<file path="config.mk">
export PLATFORM = sky130hd
export DESIGN_NAME = dsm_cell
export DESIGN_NICKNAME = d
export VERILOG_FILES = /design/src/hw/rtl/dsm_pkg.sv /design/src/hw/rtl/dsm_cell.sv
export SDC_FILE = /design/constraint.sdc
export NUM_CORES = 1
export LEC_CHECK = 0
export ABC_AREA = 1
export BUFFER_PORTS_ARGS = -buffer_cell sky130_fd_sc_hd__buf_2
export CAP_MARGIN = 25
export CORE_AREA = 2 2 292 294
export CTS_BUF_LIST = sky130_fd_sc_hd__clkbuf_2
export DETAILED_ROUTE_END_ITERATION = 6
export DIE_AREA = 0 0 294 296
export PLACE_DENSITY_LB_ADDON = 0.08
export SYNTH_ARGS = -nofsm -noshare
export SYNTH_HDL_FRONTEND = slang
export SYNTH_SLANG_ARGS = --single-unit
export TNS_END_PERCENT = 10
</file>
<file path="constraint.sdc">
create_clock -name clk -period 12.9 [get_ports clk]
set_input_delay 3.225 -clock clk [delete_from_list [all_inputs] [get_ports clk]]
set_output_delay 3.225 -clock clk [all_outputs]
set_load 0.02 [all_outputs]
</file>
<file path="src/hw/rtl/dsm_pkg.sv">
// Shared types and constants of the deduplicating update stack.
package dsm_pkg;

    localparam int DSM_STACK_DEPTH = 256;
    localparam int DSM_HASH_SLOTS  = 512;

    typedef enum logic [1:0] {
        ACT_PUSH  = 2'd0,
        ACT_MERGE = 2'd1,
        ACT_POP   = 2'd2,
        ACT_QUERY = 2'd3
    } action_t;

    typedef struct packed {
        logic [31:0] x;
        logic [31:0] y;
        logic [15:0] distance;
        logic [7:0]  level;
        logic [31:0] stamp;
        logic [63:0] handle;
    } entry_t;

    // Broadcast control from the sequencer to every cell.
    typedef struct packed {
        logic eval;
        logic push;
        logic pop;
        logic merge;
    } cell_ctl_t;

endpackage

</file>
<file path="src/hw/rtl/dsm_cell.sv">
// One stack cell: holds an entry, shifts with its neighbors, matches keys locally.
module dsm_cell #(
    parameter int IDX   = 0,
    parameter int CNT_W = 9
) (
    input  logic                clk,
    input  logic                rst_n,
    input  dsm_pkg::cell_ctl_t  ctl,
    input  logic [CNT_W-1:0]    count,
    input  dsm_pkg::entry_t     upd,
    input  dsm_pkg::entry_t     upper,
    input  dsm_pkg::entry_t     lower,
    output dsm_pkg::entry_t     data,
    output logic                match,
    output logic                merge_ok
);
    import dsm_pkg::*;

    entry_t data_reg;
    logic   match_reg;
    logic   mok_reg;
    logic   live;
    logic   refuse;

    assign live   = count > CNT_W'(IDX);
    assign refuse = (upd.level < data_reg.level) ||
                    ((upd.stamp == data_reg.stamp) && (upd.distance >= data_reg.distance));

    always_ff @(posedge clk or negedge rst_n)
    begin
        if (!rst_n)
        begin
            match_reg <= 1'b0;
            mok_reg   <= 1'b0;
        end
        else if (ctl.eval)
        begin
            match_reg <= live && (data_reg.x == upd.x) && (data_reg.y == upd.y);
            mok_reg   <= !refuse;
        end
    end

    // Keys are unique in the stack, so at most one cell takes a merge.
    always_ff @(posedge clk)
    begin
        if (ctl.push)
            data_reg <= upper;
        else if (ctl.pop)
            data_reg <= lower;
        else if (ctl.merge && match_reg && mok_reg)
            data_reg <= upd;
    end

    assign data     = data_reg;
    assign match    = match_reg;
    assign merge_ok = mok_reg;

endmodule

</file>
* Word level (Yosys, flattened, before mapping) *
Cells that the tools add are included.

word-level totals
  bits in registers = 186
  logic and storage cells = 25
  input bits = 567
  output and inout port bits = 186

operators by class
  mux-type cells = 3
  order comparisons = 3
  reductions and logical operators = 8
  eq/ne operators = 3

operator list
  operator                                            count
  two-way mux 184 bit                                 3
  equality test 32 bit                                3
  >= comparator 16 bit                                1
  > comparator 9 x 1 -> 1 bit, second input constant  1
  less-than comparator 8 bit                          1
  logical AND 1 bit                                   5
  nonzero test 3 bit                                  1
  zero test 1 bit                                     1
  logical OR 1 bit                                    1

* Depth between registers and ports, before layout *
Gate-level depths: netlist of the first run.

  word-level depth = 5
  depth in mapped cells = 14

* Least setup slack after synthesis of the first run *
No wires, ideal clock.

  path kind = input-to-reg
  from = input ctl[2] (netlist name)
  to = register data_reg (netlist bit data[0]) (enable)
  setup time = 1945 ps
  setup slack = 3270 ps
  arrival time = 7685 ps
  cell stages on the path = 4
  cell sequence = buf_2 -> inv_2 -> buf_2 -> nand3_1

between the ends
  cells in the longest elaborated chain, start to end = 1

RTL lines
  what                          RTL line        source
  from (decl)                   dsm_cell.sv:8   input dsm_pkg::cell_ctl_t ctl,
  nonzero test 3 bit (no line)  -
  to (signal assigned)          dsm_cell.sv:47  data_reg <= upper;
  to (signal assigned)          dsm_cell.sv:49  data_reg <= lower;
  to (signal assigned)          dsm_cell.sv:51  data_reg <= upd;
  to (decl)                     dsm_cell.sv:19  entry_t data_reg;

Every way passes these cells.
A chain may end at the register's enable or synchronous reset.

* Worst setup path in the final report of the first run *
  from = input ctl[1] (netlist name)
  to = register data_reg (netlist bit data[22]) (enable)

The elaborated chain is that of the path after synthesis.

==> results.toml, run 1 <==
[synth]
mappedNetlistNets = 2090
dominantRegCellSynth = "edfxtp_1"
post-synth-top-area-fraction = 0.479
synth_seq_area_share = 0.483
synthesis.area_per_instance_um2 = 7.69
post_synthesis_sequential_element_count = 186
synthDominantAreaCellType = "edfxtp_1"
ys_types = 26
async_reset_ff_frac = 0.0108
synth.most_common_cell = "a21oi_1"
synthesized_area_mm2 = 0.0115
synth_edf_count = 184
yosysWarnings = 0
post_synth_main_area_contributors = "edfxtp_1 48%, a21oi_1 16%, nand2_1 11%"
synth.cells.most_frequent = "379 x a21oi_1, 348 x nand2_1, 284 x nor2_1"
post_synth_inst_count = 1500

[power]
power_density_mw_per_mm2 = 99.8
ir_drop_mv = 0.0424
power.leakage_nw = 7.94

[timing]
finClkSkew_ns = 0.0603
report.final.hold_viol_count = 0
worst_slew_pin_slew_ns = 1.00
maxSlewHeadroom = 0.331
post-route-min-period_ns = 5.62
finalMaxSlewViolations = 0
post-route-period-util = 0.436
clock.fmax_mhz = 178
timing.final.setup_violations = 0
rsz_0062_raised_after_global_routing = "no"
setup-tns-final_ns = 0

[grt]
grt_start_max_net_pins = 71
number_of_antenna_violations_at_the_first_check_in_global_routing = 23
grt-ovfl-total = 0
grt_first_pass_wirelength_um = 91600
vias_in_the_first_global_route = 13300
grt_util_all_layers = 0.145

[floorplan]
fp.dieW_um = 294
floorplan.initialDensity = 0.137
die-height_um = 296
floorplan.core_area_mm2 = 0.0842
floorplan.io_pins = 753
placement_rows = 107
dieArea_mm2 = 0.0870

[setup_path]
launch_point_of_the_worst_path = "ctl[1]"
maximum_net_fanout_on_the_critical_path = 63
worstReg2RegStart = "merge_ok$_DFFE_PN0P_"
cp.required_ns = 13.60
r2r_setup_slack_ns = 10.11
critical_path.endpoint_type = "flip-flop"
critical_path_at_ns = 6.32
worst-setup-path-type = "primary input to flip-flop"
timing.critical_path.from_type = "primary input"

[cts]
ctsLongestPathBuffers = 2
clk_pin_slew_ns = 0.32
numClockSinks = 186
clockRootBuffer = "clkbuf_2"
clk_latency_ns = 1.09
numCtsBuffers = 17
post_cts_hold_buffers = 0
post_cts_setup_buffer_count = 0
cts.repair.resized = 0
cts.htree.levels = 4
tritoncts = "done"

[route]
detail_route.iter0.violations = 539
post_drt_wl_per_cell_um = 19.8
totalWireLength_um = 65700
vias = 13000
drt_antenna_net_count = 0
drc = 0
route.detailed.vias_per_inst = 3.91
dr.pass1.iters = 5

[final_layout]
final_core_util = 0.198
layout-area-overhead-vs-synth_pct = 44.4
fin_cells = 3320
final_layout_size_suffix_gt1_frac = 0.366
final_nets = 2793
largest_register_ff_count = 184

[flow_run]
cap_viol_max_count = 0

[placement]
buffer_ports.inserted = 752
place_inst = 3274
gp_congestion = 0.836
detailedPlacementHpwl_um = 51200

[worst_hold_path]
worstHoldPathType = "flip-flop to flip-flop"
hold_path_startpoint = "match$_DFFE_PN0P_"

[outcome]
run_status = "complete, no violations"
-- layer usage --
layer	GRT usage	part of all wire
met3	0.0373	0.055
met1	0.164	0.40
met2	0.265	0.53
met5	0	0.0017
met4	0.0464	0.018
-- area by class of cell --
class                   count  area [um^2]
flip-flops and latches    186         5580
repair buffers            766         3900
clock inverters            14          146
clock buffers              18         90.1
fillers                  9724        67500
diodes                     14         35.0
well taps                1090         1360
inverters                 123          472
multi-input cells        1109         5080
-- critical path, cell delays in order --
cell and delay, ns:
buf_6 0.45, clkinv_4 0.62, nand3_4 0.23, buf_4 0.77, buf_4 0.83
-- where the power goes --
group | internal, mW | switching, mW
combinational | 0.188 | 0.332
sequential | 0.749 | 0.0410
clock | 0.0665 | 0.287
total | 1.00 | 0.660
-- cells in the final DEF (no fill, tap or decap), types with 3 or more instances in the layout --
master    netlist  final
a21oi_1       379    379
buf_2          72    750
buf_4           5     13
clkbuf_2        0     18
clkinv_1       10     10
diode_2         0     14
edfxtp_1      184    184
ha_1           23     23
inv_1         108    108
inv_2           4      3
inv_6           0      7
inv_8           0      4
nand2_1       348    348
nand3_1         6      5
nand4_1         6      6
nor2_1        284    284
o21ai_0        13     13
o21ai_1         8      8
or2_2           6      6
xnor2_1        11     11
xor2_1         18     18
-- cells by family after synthesis --
logic type / count (synthesis) / synth area share
and+or+nand+nor: 653 / 0.216
AOI/OAI and AO/OA: 404 / 0.176
buffers and inverters: 205 / 0.0778
DFF: 186 / 0.483
xor gates and xnor gates: 29 / 0.0220
adders and majority gates: 23 / 0.0249
-- final timing paths --
kind	endpoint	cells past startpoint
min	match$_DFFE_PN0P_	2
max in group asynchronous	match$_DFFE_PN0P_	1
min in group asynchronous	merge_ok$_DFFE_PN0P_	1
min reg2reg	match$_DFFE_PN0P_	2
max reg2reg	data[22]$_DFFE_PP_	4
max	data[22]$_DFFE_PP_	5
-- metrics by stage --
step	setup slack [ns]	power, mW	cell area, um^2	hold slack, ns
floorplan	3.27	1.08	11500	0.603
global placement	5.90	1.34	16400	0.576
finish	7.28	1.66	16700	0.619
detailed placement	6.02	1.34	16400	0.570
CTS	7.37	1.72	16600	0.622
global route	7.20	1.77	16700	0.653
Note: power is estimated with default switching activity, not from simulation.
==> run 2: changes to the inputs <==
--- a/config.mk
+++ b/config.mk
@@ -8,10 +8,10 @@
 export ABC_AREA = 1
 export BUFFER_PORTS_ARGS = -buffer_cell sky130_fd_sc_hd__buf_2
 export CAP_MARGIN = 25
-export CORE_AREA = 2 2 292 294
+export CORE_AREA = 2 2 293 295
 export CTS_BUF_LIST = sky130_fd_sc_hd__clkbuf_2
 export DETAILED_ROUTE_END_ITERATION = 6
-export DIE_AREA = 0 0 294 296
+export DIE_AREA = 0 0 295 297
 export PLACE_DENSITY_LB_ADDON = 0.08
 export SYNTH_ARGS = -nofsm -noshare
 export SYNTH_HDL_FRONTEND = slang
==> constraint.sdc (replaced) <==
create_clock -name clk -period 4.73 [get_ports clk]
set_input_delay 1.1825 -clock clk [delete_from_list [all_inputs] [get_ports clk]]
set_output_delay 1.1825 -clock clk [all_outputs]
set_load 0.02 [all_outputs]
==> results.toml, run 2 (synthesis results as in run 1) <==
[route]
drc = 0
detail_route.iter0.violations = 679
vias = 13200
post_drt_wl_per_cell_um = 20.2
totalWireLength_um = 68200
drt_antenna_net_count = 0
dr.pass1.iters = 5
route.detailed.vias_per_inst = 3.91

[grt]
grt_util_all_layers = 0.151
number_of_antenna_violations_at_the_first_check_in_global_routing = 15
vias_in_the_first_global_route = 13500
grt-ovfl-total = 0
grt_first_pass_wirelength_um = 95900
grt_start_max_net_pins = 102

[floorplan]
floorplan.io_pins = 753
floorplan.initialDensity = 0.137
dieArea_mm2 = 0.0876
placement_rows = 107
floorplan.core_area_mm2 = 0.0845
fp.dieW_um = 295
die-height_um = 297

[setup_path]
timing.critical_path.from_type = "flip-flop"
worstRegToRegCells = 3
worstReg2RegStart = "merge_ok$_DFFE_PN0P_"
r2r_setup_slack_ns = 2.82
critical_path_cell_count = 1
worst-setup-path-type = "flip-flop to output port"
critical-path-slowest-cell = "edfxtp_1"
critPathTopFamily = "flip-flops"
critical_path.endpoint_type = "output port"
crit_chain = "buf_2"
maximum_net_fanout_on_the_critical_path = 2
critical_path_at_ns = 1.79
cp.required_ns = 3.55
cp_slowest_stage_delay_ns = 0.56
cp.buffers_inverters = 1
launch_point_of_the_worst_path = "data[132]$_DFFE_PP_"

[timing]
finalMaxSlewViolations = 0
maxSlewHeadroom = 0.289
clock.fmax_mhz = 336
timing.final.setup_violations = 0
finClkSkew_ns = 0.0503
post-route-period-util = 0.629
worst_slew_pin_slew_ns = 1.07
rsz_0062_raised_after_global_routing = "no"
post-route-min-period_ns = 2.98
setup-tns-final_ns = 0
report.final.hold_viol_count = 0

[final_layout]
multi_input_comb_area_mm2 = 0.00508
layout-area-overhead-vs-synth_pct = 45.8
final_layout_size_suffix_gt1_frac = 0.366
layout_commonest_cell = "buf_2"
most-common-layout-cells = "750 x buf_2, 379 x a21oi_1, 348 x nand2_1"
ff_latch_area_mm2 = 0.00558
final_nets = 2800
filler_cell_count = 9795
largest_register_ff_count = 184

[cts]
ctsLongestPathBuffers = 2
numClockSinks = 186
numCtsBuffers = 17
clockRootBuffer = "clkbuf_2"
cts.htree.levels = 4
cts.repair.resized = 0
clk_latency_ns = 1.05
clk_pin_slew_ns = 0.38
tritoncts = "done"

[worst_hold_path]
hold_path_startpoint = "upper[167]"
worst_hold_path.num_cells = 3
worstHoldPathType = "primary input to flip-flop"

[flow_run]
cap_viol_max_count = 0

[placement]
detailedPlacementHpwl_um = 54100
gp_congestion = 0.840
buffer_ports.inserted = 752

[power]
ir_drop_mv = 0.126
power_density_mw_per_mm2 = 269
power.leakage_nw = 7.99
overall_power_consumption_mw = 4.52

[outcome]
run_status = "complete, no violations"
run 2: path summary, 6_finish.rpt:
| path | end |
|---|---|
| min | data[167]$_DFFE_PP_ |
| max | data[132] |
| max reg2reg | data[140]$_DFFE_PP_ |
| min in group asynchronous | match$_DFFE_PN0P_ |
| max in group asynchronous | merge_ok$_DFFE_PN0P_ |
| min reg2reg | match$_DFFE_PN0P_ |
run 2: final cells by class:
cell class,instances,share of cell area
tap,1144,0.0850
multi-input combinational,1109,0.302
clock inverter,15,0.00818
timing repair buffer,773,0.240
antenna,6,0.000892
inverter,123,0.0280
sequential,186,0.331
clock buffer,17,0.00505
run 2: per-layer routing:
layer | part of all wire | routed length, um | track usage
met1 | 0.39 | 26600 | 0.171
met4 | 0.0089 | 608 | 0.0305
met3 | 0.054 | 3690 | 0.0341
met5 | 0.0011 | 74 | 0
met2 | 0.55 | 37300 | 0.286
run 2: tightest hold or removal path, cell delays in order:
cell	delay [ns]
buf_2	0.07
nor2_1	0.03
a21oi_1	0.09
run 2: through the flow:
stage / cells / util / cell area, um^2 / setup WS [ns] / hold slack (ns)
3_3_place_gp: 3334 / 0.196 / 16600 / 1.64 / 0.510
2_1_floorplan: 1500 / - / 11600 / 0.998 / 0.603
3_5_place_dp: 3334 / 0.196 / 16600 / 1.63 / 0.511
4_1_cts: 3367 / 0.199 / 16800 / 1.54 / 0.185
6_report: 3373 / 0.199 / 16800 / 1.75 / 0.410
5_1_grt: 3373 / 0.199 / 16800 / 1.54 / 0.221
run 2: power breakdown:
| group | leakage (nW) | total [mW] | internal [mW] | switching (mW) |
|---|---|---|---|---|
| logic | 5.97 | 1.44 | 0.523 | 0.920 |
| clock network | 0.135 | 0.922 | 0.166 | 0.756 |
| registers | 1.89 | 2.16 | 2.04 | 0.114 |
run 2: repair_timing:
action	in CTS	in global routing
buffers inserted	0	0
hold buffers	1	0
hold endpoints to repair	2	0
